$ cat src/rtl/uvar_pkg.sv
// Shared types and constants for the up/down value with key auto-repeat.
package uvar_pkg;

  localparam int unsigned ValueW = 16;
  localparam int unsigned TickW  = 16;
  localparam int unsigned StepW  = 2;
  localparam int unsigned CfgIdxW = 2;

  // Register indexes of the configuration port
  localparam logic [CfgIdxW-1:0] CfgMinValue       = 2'd0;
  localparam logic [CfgIdxW-1:0] CfgMaxValue       = 2'd1;
  localparam logic [CfgIdxW-1:0] CfgRepeatInterval = 2'd2;

  // Reset values of the configuration registers
  localparam logic signed [ValueW-1:0] MinValueRst       = 16'sd0;
  localparam logic signed [ValueW-1:0] MaxValueRst       = 16'sd99;
  localparam logic        [TickW-1:0]  RepeatIntervalRst = 16'd200;

  localparam logic [TickW-1:0] TickMax = {TickW{1'b1}};

  typedef struct packed {
    logic signed [ValueW-1:0] min_value;
    logic signed [ValueW-1:0] max_value;
    logic        [TickW-1:0]  repeat_interval;
  } uvar_cfg_t;

endpackage

$ cat src/rtl/uvar_cfg.sv
// Configuration register file: clamp bounds and repeat interval.
module uvar_cfg import uvar_pkg::*; (
  input  logic               clk_i,
  input  logic               rst_ni,
  input  logic               cfg_valid_i,
  output logic               cfg_ready_o,
  input  logic [CfgIdxW-1:0] cfg_index_i,
  input  logic [TickW-1:0]   cfg_data_i,
  output uvar_cfg_t          cfg_o
);

  uvar_cfg_t cfg_q;

  assign cfg_ready_o = 1'b1;
  assign cfg_o       = cfg_q;

  always_ff @(posedge clk_i or negedge rst_ni) begin
    if (!rst_ni) begin
      cfg_q.min_value       <= MinValueRst;
      cfg_q.max_value       <= MaxValueRst;
      cfg_q.repeat_interval <= RepeatIntervalRst;
    end else if (cfg_valid_i) begin
      case (cfg_index_i)
        CfgMinValue:       cfg_q.min_value       <= $signed(cfg_data_i);
        CfgMaxValue:       cfg_q.max_value       <= $signed(cfg_data_i);
        CfgRepeatInterval: cfg_q.repeat_interval <= cfg_data_i;
        default: ;
      endcase
    end
  end

endmodule

$ cat src/rtl/uvar_key.sv
// One key: edge detect, elapsed-tick counter and auto-repeat step count.
module uvar_key import uvar_pkg::*; (
  input  logic             clk_i,
  input  logic             rst_ni,
  input  logic             advance_i,
  input  logic             level_i,
  input  logic [TickW-1:0] interval_i,
  output logic [StepW-1:0] steps_o
);

  logic             held_q, held_d;
  logic [TickW-1:0] elapsed_q, elapsed_d;
  logic [TickW-1:0] elapsed_inc;
  logic             press, repeat_hit;

  always_comb begin
    elapsed_inc = (elapsed_q == TickMax) ? elapsed_q : elapsed_q + TickW'(1);
    press       = level_i && !held_q;
    held_d      = level_i;
    elapsed_d   = press ? '0 : elapsed_inc;
    repeat_hit  = held_d && (elapsed_d >= interval_i);
    if (repeat_hit) begin
      elapsed_d = '0;
    end
    steps_o = StepW'(press) + StepW'(repeat_hit);
  end

  always_ff @(posedge clk_i or negedge rst_ni) begin
    if (!rst_ni) begin
      held_q    <= 1'b0;
      elapsed_q <= '0;
    end else if (advance_i) begin
      held_q    <= held_d;
      elapsed_q <= elapsed_d;
    end
  end

  // Two steps in one tick only happen with a zero interval
  a_double_step: assert property (@(posedge clk_i) disable iff (!rst_ni)
    (steps_o == StepW'(2)) |-> (interval_i == '0))
    else $error("double step with nonzero repeat interval");

endmodule

$ cat src/rtl/updown_value_with_autorepeat_top.sv
// Top level: input word register, value update with clamp, result register.
//
// Up/down value with key auto-repeat. Each input word is one millisecond tick
// carrying the debounced plus/minus key levels and a clear request; each tick
// yields exactly one result word, the clamped value after that tick. A key's
// press steps the value once; while held, another step comes every
// repeat_interval ticks (a zero interval steps on every held tick, twice on
// the press tick). Plus is applied before minus, then the sum is clamped to
// [min_value, max_value]; with inverted bounds a value below min_value goes to
// min_value and anything else to max_value. Clear zeroes the value before the
// tick's steps. Throughput: one word per clock while results are taken. An
// accepted word waits in the input register and is processed out of it once
// the result register is free or being taken; the result is then registered
// in the result register. The key state, value and result register all
// update together when the word is processed. The input register
// frees whenever the result register is empty or being taken, so a stalled
// result blocks the input only once the input register also holds a word.
// Configuration writes are always ready and take effect at once; write them
// only while idle.
module updown_value_with_autorepeat_top import uvar_pkg::*; (
  input  logic                     clk_i,
  input  logic                     rst_ni,
  // tick words
  input  logic                     in_valid_i,
  output logic                     in_ready_o,
  input  logic                     plus_level_i,
  input  logic                     minus_level_i,
  input  logic                     clear_value_i,
  // result words
  output logic                     out_valid_o,
  input  logic                     out_ready_i,
  output logic signed [ValueW-1:0] current_value_o,
  // configuration writes
  input  logic                     cfg_valid_i,
  output logic                     cfg_ready_o,
  input  logic [CfgIdxW-1:0]       cfg_index_i,
  input  logic [TickW-1:0]         cfg_data_i
);

  uvar_cfg_t cfg;

  // input register
  logic in_valid_q;
  logic plus_q, minus_q, clear_q;
  // value and result register
  logic                     out_valid_q;
  logic signed [ValueW-1:0] count_q, count_d;
  logic signed [ValueW-1:0] result_q;

  logic             advance;
  logic [StepW-1:0] plus_steps, minus_steps;
  logic signed [ValueW:0] base, sum, lo, hi;

  // Process the held word when the result slot is free or emptying
  assign advance    = in_valid_q && (!out_valid_q || out_ready_i);
  assign in_ready_o = !in_valid_q || advance;

  uvar_cfg u_cfg (
    .clk_i       (clk_i),
    .rst_ni      (rst_ni),
    .cfg_valid_i (cfg_valid_i),
    .cfg_ready_o (cfg_ready_o),
    .cfg_index_i (cfg_index_i),
    .cfg_data_i  (cfg_data_i),
    .cfg_o       (cfg)
  );

  uvar_key u_plus (
    .clk_i      (clk_i),
    .rst_ni     (rst_ni),
    .advance_i  (advance),
    .level_i    (plus_q),
    .interval_i (cfg.repeat_interval),
    .steps_o    (plus_steps)
  );

  uvar_key u_minus (
    .clk_i      (clk_i),
    .rst_ni     (rst_ni),
    .advance_i  (advance),
    .level_i    (minus_q),
    .interval_i (cfg.repeat_interval),
    .steps_o    (minus_steps)
  );

  // 17-bit sum holds value +/- 2 without wrap
  always_comb begin
    base = clear_q ? '0 : (ValueW+1)'(count_q);
    sum  = base + $signed({{(ValueW+1-StepW){1'b0}}, plus_steps})
                - $signed({{(ValueW+1-StepW){1'b0}}, minus_steps});
    lo   = (ValueW+1)'(cfg.min_value);
    hi   = (ValueW+1)'(cfg.max_value);
    if (sum < lo) begin
      count_d = cfg.min_value;
    end else if (sum > hi) begin
      count_d = cfg.max_value;
    end else begin
      count_d = sum[ValueW-1:0];
    end
  end

  always_ff @(posedge clk_i or negedge rst_ni) begin
    if (!rst_ni) begin
      in_valid_q  <= 1'b0;
      out_valid_q <= 1'b0;
      count_q     <= '0;
    end else begin
      if (in_ready_o) begin
        in_valid_q <= in_valid_i;
      end
      if (advance) begin
        out_valid_q <= 1'b1;
        count_q     <= count_d;
      end else if (out_ready_i) begin
        out_valid_q <= 1'b0;
      end
    end
  end

  // payload registers
  always_ff @(posedge clk_i) begin
    if (in_ready_o && in_valid_i) begin
      plus_q  <= plus_level_i;
      minus_q <= minus_level_i;
      clear_q <= clear_value_i;
    end
    if (advance) begin
      result_q <= count_d;
    end
  end

  assign out_valid_o     = out_valid_q;
  assign current_value_o = result_q;

  a_stall_blocks: assert property (@(posedge clk_i) disable iff (!rst_ni)
    (in_valid_q && out_valid_q && !out_ready_i) |-> !in_ready_o)
    else $error("input taken while word stuck behind stalled result");

  a_adv_gives_result: assert property (@(posedge clk_i) disable iff (!rst_ni)
    advance |=> out_valid_q)
    else $error("processed word produced no result");

  a_empty_ready: assert property (@(posedge clk_i) disable iff (!rst_ni)
    !in_valid_q |-> (in_ready_o && !advance))
    else $error("empty input register not ready or advancing");

endmodule
$ cat config.mk
export PLATFORM = sky130hd
export DESIGN_NAME = updown_value_with_autorepeat_top
export DESIGN_NICKNAME = d
export VERILOG_FILES = /design/src/rtl/uvar_pkg.sv /design/src/rtl/uvar_cfg.sv /design/src/rtl/uvar_key.sv /design/src/rtl/updown_value_with_autorepeat_top.sv
export SDC_FILE = /design/constraint.sdc
export NUM_CORES = 1
export LEC_CHECK = 0
export BUFFER_PORTS_ARGS = -buffer_cell sky130_fd_sc_hd__buf_2
export CORE_MARGIN = 1.5
export CORE_UTILIZATION = 65
export CTS_BUF_LIST = sky130_fd_sc_hd__clkbuf_8
export DETAILED_ROUTE_END_ITERATION = 16
export HOLD_SLACK_MARGIN = 0.02
export PLACE_DENSITY = 0.92
export SYNTH_ARGS = -nofsm -noshare
export SYNTH_HDL_FRONTEND = slang
export SYNTH_SLANG_ARGS = --single-unit
$ cat constraint.sdc
create_clock -name clk_i -period 12.5 [get_ports clk_i]
set_clock_uncertainty 0.05 [all_clocks]
set_input_delay 0.625 -clock clk_i [delete_from_list [all_inputs] [get_ports clk_i]]
set_output_delay 0.625 -clock clk_i [all_outputs]
set_load 0.05 [all_outputs]
==> results of run 1 <==
## sequential cells by signal, summed over array words and instances (netlist names)
signal             count
current_value_o       16
plus_q                 1
u_plus.held_q          1
count_q               16
u_minus.held_q         1
u_minus.elapsed_q     16
in_valid_q             1
out_valid_o            1
minus_q                1
u_plus.elapsed_q      16
clear_q                1
u_cfg.cfg_o           48
## path summary, 6_finish.rpt
path | start | to | slack, ns | depth (start not counted)
worst max register to register | u_minus.elapsed_q[3] | current_value_o[12] | 3.24 | 29
worst max-delay path | u_minus.elapsed_q[3] | current_value_o[12] | 3.24 | 29
worst min-delay path | rst_ni | u_plus.elapsed_q[12] | 0.09 | 1
max in group asynchronous | rst_ni | u_minus.elapsed_q[0] | 11.10 | 2
min in group clk_i | clear_value_i | clear_q | 0.30 | 1
worst min register to register | u_minus.held_q | u_minus.held_q | 0.42 | 2
## logic make-up (layout without fill, tap and decap cells)
kind of cell / count (synthesis) / in the layout / share of synthesized area (%)
other: 1 / 1 / 0.0448
buffers and inverters: 117 / 161 / 5.54
DFF: 119 / 119 / 36.8
muxes: 49 / 49 / 6.59
AOI/OAI and AO/OA: 196 / 196 / 16.4
adders and majority gates: 88 / 88 / 13.3
and+or+nand+nor: 307 / 307 / 18.5
xor gates and xnor gates: 27 / 27 / 2.82
## power groups by stage
stage	combinational, mW	sequential (mW)	clock [mW]
after floorplan	0.970	0.676	0
after global placement	1.31	0.592	0
after detailed placement	1.36	0.597	0
after CTS	1.38	0.592	0.367
after global routing	1.56	0.604	0.383
final	1.41	0.593	0.366
## stage by stage
stage	cells	setup WS, ns
global placement	1088	3.91
detailed placement	1088	3.62
finish	1120	3.24
CTS	1120	3.54
global route	1120	2.70
floorplan	904	4.47
## Yosys cell counts, drive strengths merged (11+ instances only)
cell type / number
a21o: 14
a21oi: 34
a31oi: 16
and3: 15
clkbuf: 29
dfrtp: 93
edfxtp: 19
ha: 86
inv: 80
mux2: 46
nand2: 87
nand2b: 26
nand3: 39
nand4: 14
nor2: 57
nor3: 24
o21ai: 49
o41ai: 24
xnor2: 11
xor2: 16
## cell type report
class / count / area [um^2]
clock buffers: 20 / 275
clock inverters: 12 / 133
fillers: 945 / 3520
inverters: 81 / 304
multi-input cells: 668 / 4840
flip-flops and latches: 119 / 3080
well taps: 172 / 215
repair buffers: 48 / 255
## routing by layer
layer | GRT usage, % | wire length [um] | up-vias
met2 | 51.4 | 9580 | 348
met4 | 14.6 | 667 | 0
met3 | 6.59 | 1750 | 63
met1 | 41.8 | 8420 | 3392
li1 | - | - | 3345
met5 | 0 | 0 | -
## worst max-delay path, delay by kind of cell, from the launching register on
family,cells,cell delay [ns]
AOI/OAI and AO/OA,10,3.75
and+or+nand+nor,12,2.63
xor gates and xnor gates,1,0.19
buffers and inverters,1,0.06
adders and majority gates,5,1.89
DFF,1,0.45
==> run summary, run 1 <==
Ys async rst share -> 84.0%
Largest net degree at the start of global routing -> 70
Critical Path AT -> 9.40 ns
Grt total ovfl -> 0
Via count -> 7148
Clock Latency Late Sink -> 0.44 ns
Fin nets -> 1049
Comb power frac -> 59.5%
Post-DR wirelength/cell -> 18.2 um
CTS Sinks -> 119
#FFs+latches synth -> 119
Finished Core Util -> 72.1%
Final hold slack -> 0.0916 ns
Core area -> 12600 um^2
Post-route antenna net violation count -> 0
Unrepaired setup endpoints after global routing -> no
Layout area overhead -> 8.66%
Die X -> 117 um
CTS Buf Count -> 17
DRC Markers -> 0
Worst min path class -> in -> async
Switching share of power -> 47.1%
Iter 0 DRT Violations -> 616
Detail Placement HPWL -> 14.9 mm
Antenna fix cells -> 0
Tot GR Track Use -> 31.9%
Yosys Warn Count -> 0
Root Driver -> clkbuf_8
Port Buffers -> 43
Peak VDD IR -> 140 uV
Yosys top cell area share -> 27.8%
CP max stage cell -> o21ai_1
Drt total wl -> 20.4 mm
Gpl congestion -> 0.932
Type of origin of the critical path -> flip-flop
Post-synth EDFFs -> 19
Postcts setup bufs -> 0
Mapped Nets -> 1018
CTS tree -> built
Post-route cell area -> 9100 um^2
Via density -> 6.38
Setup TNS -> 0 ns
Max Fclk -> 108 MHz
Cell Int Power -> 1.25 mW
Worst Setup End Kind -> flip-flop
PwrDens -> 260 nW/um^2
Rows -> 41
Clock network power share -> 15.5%
Post-CTS sizing -> 0
CP Max Fanout -> 15
Initial core utilization -> 66.4%
Crit path kind -> reg -> reg
CP Data Required Time -> 12.64 ns
Slew HR -> 20.2%
Max capacitance violation total -> 0
Die Y-Extent -> 117 um
Switching power -> 1.12 mW
Seq pwr share -> 25.0%
Avg Inst Size Synth -> 9.27 um^2
Final period utilization -> 74.1%
Minimum clock period -> 9.26 ns
Worst-margin pin slew -> 1.19 ns
Setup Viol. Count Final -> 0
Initial antenna violation count -> 0
Ports -> 45
First-pass iteration count of the detailed router -> 5
Most frequent cells in the layout -> dfrtp_1 (93), ha_1 (86), nand2_1 (85), inv_1 (83), nor2_1 (57)
Die Area -> 13600 um^2
Final Hold Fails -> 0
Maximum clock insertion buffer count -> 2
Clk pin slew, worst setup/hold paths -> 0.07 ns
Syn Inst Count -> 904
Vias in the first global route -> 6890
Commonest non-fill, non-tap cell in the layout -> dfrtp_1
Yosys cell types -> 76
Cell mode on critical path -> ha_1
Area contributors post-synth -> dfrtp_1 (28%), ha_1 (13%), edfxtp_1 (6.8%), mux2_2 (6.0%), nand2_1 (3.9%)
Sequential area share after synthesis -> 36.8%
Outcome -> finished, final reports clean
First-pass GRT wire length -> 33.4 mm
H-tree depth -> 4
Final max-slew violation count -> 0
Hold buffer count at CTS -> 0
Leakage -> 4.32 nW
Yosys top cell by area -> dfrtp_1
Layout cells sized above 1 -> 15.7%
Syn Std Cell Area -> 8380 um^2
Total power -> 2.37 mW
Critical path's largest stage delay -> 0.93 ns
DP Area -> 8700 um^2
Ys flop type -> dfrtp_1
(Power assumes the default switching activity.)
==> run 2, diff against run 1 <==
--- a/config.mk
+++ b/config.mk
@@ -7,11 +7,11 @@
 export LEC_CHECK = 0
 export BUFFER_PORTS_ARGS = -buffer_cell sky130_fd_sc_hd__buf_2
 export CORE_MARGIN = 1.5
-export CORE_UTILIZATION = 65
+export CORE_UTILIZATION = 58
 export CTS_BUF_LIST = sky130_fd_sc_hd__clkbuf_8
 export DETAILED_ROUTE_END_ITERATION = 16
 export HOLD_SLACK_MARGIN = 0.02
-export PLACE_DENSITY = 0.92
+export PLACE_DENSITY = 0.87
 export SYNTH_ARGS = -nofsm -noshare
 export SYNTH_HDL_FRONTEND = slang
 export SYNTH_SLANG_ARGS = --single-unit
==> constraint.sdc (replaced) <==
create_clock -name clk_i -period 7.8 [get_ports clk_i]
set_clock_uncertainty 0.05 [all_clocks]
set_input_delay 0.39 -clock clk_i [delete_from_list [all_inputs] [get_ports clk_i]]
set_output_delay 0.39 -clock clk_i [all_outputs]
set_load 0.05 [all_outputs]
==> run summary, run 2 (same netlist as run 1, synthesis figures left out) <==
Crit path kind -> reg -> reg
CTS Buf Count -> 17
Drt total wl -> 22.2 mm
Iter 0 DRT Violations -> 848
Layout area overhead -> 14.9%
Die X -> 123 um
Max FFs per register -> 48
Type of origin of the critical path -> flip-flop
Layout cells sized above 1 -> 23.1%
Die Area -> 15200 um^2
Rows -> 43
Antenna fix cells -> 0
Crit path buffers/inverters -> 1
Critical Path AT -> 8.17 ns
Max Fclk -> 128 MHz
First-pass GRT wire length -> 34.7 mm
Fin nets -> 1095
Fin cells -> 1174
Gpl congestion -> 0.972
Via density -> 6.32
Ports -> 45
Core area -> 14000 um^2
Max capacitance violation total -> 0
Setup Viol. Count Final -> 2
Grt total ovfl -> 0
CTS tree -> built
Worst min path class -> in -> reg
Most frequent cells in the layout -> dfrtp_1 (92), nand2_1 (84), ha_1 (82), inv_1 (79), nor2_1 (53)
Violated checks -> setup timing
Initial antenna violation count -> 0
CTS Sinks -> 119
Worst-margin pin slew -> 1.05 ns
Post-route antenna net violation count -> 0
First-pass iteration count of the detailed router -> 9
Place WS -> -0.155 ns
Post-DR wirelength/cell -> 18.9 um
Root Driver -> clkbuf_8
DP Area -> 8850 um^2
Outcome -> complete, but fails checks
Post-route setup slack -> -0.0213 ns
Clock Latency Late Sink -> 0.47 ns
Unrepaired setup endpoints after global routing -> yes
Via count -> 7425
Cell mode on critical path -> a21o_1
Leakage -> 4.55 nW
Final Hold Fails -> 0
DRC Markers -> 0
Port Buffers -> 43
CP Data Required Time -> 8.15 ns
H-tree depth -> 4
CP max stage cell -> fa_2
Peak VDD IR -> 343 uV
Critical path's largest stage delay -> 0.61 ns
Slew HR -> 30.1%
Placed cells -> 1111
CP Max Fanout -> 7
Vias in the first global route -> 7063
Critical path's top delay family -> simple AND/OR/NAND/NOR gates
Worst Setup End Kind -> flip-flop
Minimum clock period -> 7.82 ns
Maximum clock insertion buffer count -> 2
Clk pin slew, worst setup/hold paths -> 0.08 ns
Detail Placement HPWL -> 15.1 mm
Initial core utilization -> 59.9%
Largest net degree at the start of global routing -> 81
Final period utilization -> 100%
Tot GR Track Use -> 29.8%
Die Y-Extent -> 123 um
Final max-slew violation count -> 0
Commonest non-fill, non-tap cell in the layout -> dfrtp_1
PwrDens -> 417 nW/um^2
Post-route cell area -> 9630 um^2
R2R setup slack -> -0.02 ns
[run 2: changes by cell type in the layout (fill, tap and decap cells not counted), sizes merged]
cell | previous run | this run
clkbuf | 20 | 18
inv | 84 | 83
dlygate4sd3 | 0 | 1
o21ai | 49 | 50
clkinv | 6 | 7
o21a | 6 | 7
clkinvlp | 0 | 3
bufinv | 3 | 2
buf | 48 | 91
[run 2: metal layers]
metal,vias to the layer above,global-route usage [%],part of all wire (%)
met5,-,0,0
met4,0,13.4,3.7
met3,81,5.26,7.3
met2,350,47.1,47
met1,3560,40.1,42
li1,3434,-,-
[run 2: worst paths after layout]
check                                        to                 start  depth (start not counted)
setup / recovery                    count_q[10]  u_minus.elapsed_q[6]                         30
hold / removal                          minus_q         minus_level_i                          1
setup reg to reg                    count_q[10]  u_minus.elapsed_q[6]                         30
hold reg to reg                   u_plus.held_q         u_plus.held_q                          2
max in group asynchronous            count_q[4]                rst_ni                          3
min in group asynchronous  u_plus.elapsed_q[15]                rst_ni                          2
[run 2: metrics by stage]
step | TNS, ns | utilization (%) | hold slack, ns | power, mW
after floorplan | -0.0529 | - | 0.0444 | 2.66
after global placement | 0 | 63.3 | 0.237 | 3.10
after detailed placement | -1.48 | 63.3 | 0.239 | 3.19
after CTS | 0 | 66.6 | 0.0390 | 3.81
after global routing | -5.56 | 68.8 | 0.0390 | 4.28
final | -0.0321 | 68.8 | 0.0545 | 4.01
[run 2: what timing repair did]
item                                    in CTS  in global routing
hold buffers                                 1                  0
endpoints found under the setup margin      32                 32
cloned                                       0                  2
pin swaps                                    3                 27
resized for setup                            9                 27
buffers inserted                             3                 25
hold endpoints to repair                    20                  0
[run 2: cell type report]
cell class / instances / area (um^2)
repair buffers: 92 / 588
clock inverters: 14 / 150
clock buffers: 18 / 248
well taps: 180 / 225
multi-input cells: 670 / 5030
flip-flops and latches: 119 / 3080
fillers: 1070 / 4360
inverters: 81 / 304
[run 2: power by group]
| part | leakage, nW | switching (mW) | internal [mW] | total [mW] |
|---|---|---|---|---|
| Combinational | 2.93 | 1.56 | 0.938 | 2.49 |
| Clock | 0.196 | 0.280 | 0.294 | 0.574 |
| Sequential | 1.42 | 0.0969 | 0.850 | 0.947 |
| Total | 4.55 | 1.93 | 2.08 | 4.01 |
[run 2: worst reg2reg max path: cells and delay by family, from the launching register on]
family          cells  cell delay [ns]
compound gates     11             2.50
mux                 1             0.20
xor+xnor            1             0.16
fa+ha+maj           5             1.67
simple gates       11             2.73
buf+inv             1             0.05
flops               1             0.39
==> run 3, diff against run 2 <==
--- a/config.mk
+++ b/config.mk
@@ -12,6 +12,7 @@
 export DETAILED_ROUTE_END_ITERATION = 16
 export HOLD_SLACK_MARGIN = 0.02
 export PLACE_DENSITY = 0.87
+export REMOVE_ABC_BUFFERS = 1
 export SYNTH_ARGS = -nofsm -noshare
 export SYNTH_HDL_FRONTEND = slang
 export SYNTH_SLANG_ARGS = --single-unit
==> run summary, run 3 (same netlist as run 1, synthesis figures left out) <==
Vias in the first global route -> 7002
Worst-margin pin slew -> 0.909 ns
Die Y-Extent -> 123 um
Tot GR Track Use -> 29.4%
Initial antenna violation count -> 0
Place WS -> -0.0695 ns
Max capacitance violation total -> 0
Slew HR -> 39.4%
Cell mode on critical path -> a21o_1
CTS Buf Count -> 17
Iter 0 DRT Violations -> 619
Critical path's largest stage delay -> 0.57 ns
CP Data Required Time -> 8.15 ns
Core area -> 14000 um^2
CP max stage cell -> fa_2
Rows -> 43
DR WL met2 -> 10.2 mm
DP Area -> 8920 um^2
Final Hold Fails -> 0
CTS Sinks -> 119
Initial core utilization -> 59.9%
Final max-slew violation count -> 0
Fin nets -> 1092
Gpl congestion -> 0.938
Clock Latency Late Sink -> 0.47 ns
Worst min path class -> in -> reg
Most frequent cells in the layout -> dfrtp_1 (93), nand2_1 (84), ha_1 (82), inv_1 (81), nor2_1 (53)
Crit path kind -> reg -> reg
Layout area overhead -> 14.5%
Via count -> 7363
Die Area -> 15200 um^2
Ports -> 45
Drt total wl -> 21.6 mm
Minimum clock period -> 7.66 ns
Leakage -> 4.54 nW
Top Metal Used -> met4
Detail Placement HPWL -> 15.4 mm
CP Max Fanout -> 6
M1 WL -> 9.49 mm
Post-route setup slack -> 0.138 ns
Die X -> 123 um
Outcome -> finished, final reports clean
Layout cells sized above 1 -> 21.9%
Final period utilization -> 98.2%
Peak VDD IR -> 222 uV
Worst Setup End Kind -> flip-flop
Largest net degree at the start of global routing -> 71
Root Driver -> clkbuf_8
Maximum clock insertion buffer count -> 2
Finished Core Util -> 68.6%
Type of origin of the critical path -> flip-flop
Grt total ovfl -> 0
Antenna fix cells -> 0
H-tree depth -> 4
Clk pin slew, worst setup/hold paths -> 0.07 ns
Port Buffers -> 43
Critical Path AT -> 8.01 ns
Total power -> 4.01 mW
CTS tree -> built
Max FFs per register -> 48
Post-DR wirelength/cell -> 18.5 um
Via density -> 6.29
Post-route cell area -> 9590 um^2
PwrDens -> 418 nW/um^2
DRC Markers -> 0
Setup Viol. Count Final -> 0
Max Fclk -> 131 MHz
Post-route antenna net violation count -> 0
Met3 wire len -> 1.39 mm
First-pass GRT wire length -> 34.3 mm
Commonest non-fill, non-tap cell in the layout -> dfrtp_1
First-pass iteration count of the detailed router -> 6
-- run 3: layer usage --
layer  vias to the layer above  GRT usage [%]
li1                       3433              -
met1                      3578           39.3
met2                       295           47.5
met3                        57           5.35
met4                         0           12.1
met5                         -              0
-- run 3: path summary, 6_finish.rpt --
kind / start / end / slack (ns) / depth (start not counted)
max: u_minus.elapsed_q[4] / count_q[13] / 0.14 / 30
min: plus_level_i / plus_q / 0.05 / 1
min in group asynchronous: rst_ni / u_minus.elapsed_q[13] / 0.36 / 2
min reg2reg: u_plus.held_q / u_plus.held_q / 0.44 / 2
max reg2reg: u_minus.elapsed_q[4] / count_q[13] / 0.14 / 30
max in group asynchronous: rst_ni / count_q[2] / 6.09 / 3
-- run 3: layout make-up --
type / count / area, um^2
multi-input combinational: 670 / 5010
fill: 1050 / 4400
sequential: 119 / 3080
timing repair buffer: 89 / 569
inverter: 81 / 304
clock buffer: 18 / 248
tap: 180 / 225
clock inverter: 14 / 155
-- run 3: worst max-delay path: cells and delay by family, from the launching register on --
kind / cells / cell delay (ns)
xor+xnor: 1 / 0.18
compound gates: 11 / 2.46
fa+ha+maj: 5 / 1.66
mux: 1 / 0.22
flops: 1 / 0.36
simple gates: 11 / 2.61
buf+inv: 1 / 0.05
-- run 3: report_power, final --
part	total (mW)	internal [mW]	switching, mW
logic	2.48	0.935	1.55
clock network	0.589	0.321	0.268
registers	0.943	0.850	0.0932
-- run 3: through the flow --
| step | setup TNS [ns] | hold slack [ns] | instances |
|---|---|---|---|
| finish | 0 | 0.0504 | 1171 |
| CTS | 0 | 0.0356 | 1158 |
| global route | -0.573 | 0.0466 | 1171 |
| floorplan | -3.08 | 0.0444 | 868 |
| global placement | 0 | 0.298 | 1125 |
| detailed placement | -0.255 | 0.301 | 1125 |
-- run 3: what timing repair did --
item	4_1_cts	5_1_grt
hold buffers	1	0
endpoints found under the setup margin	17	32
buffers inserted	0	11
endpoints found under the hold margin	30	0
cloned	0	2
resized for setup	2	30
pin swaps	1	18
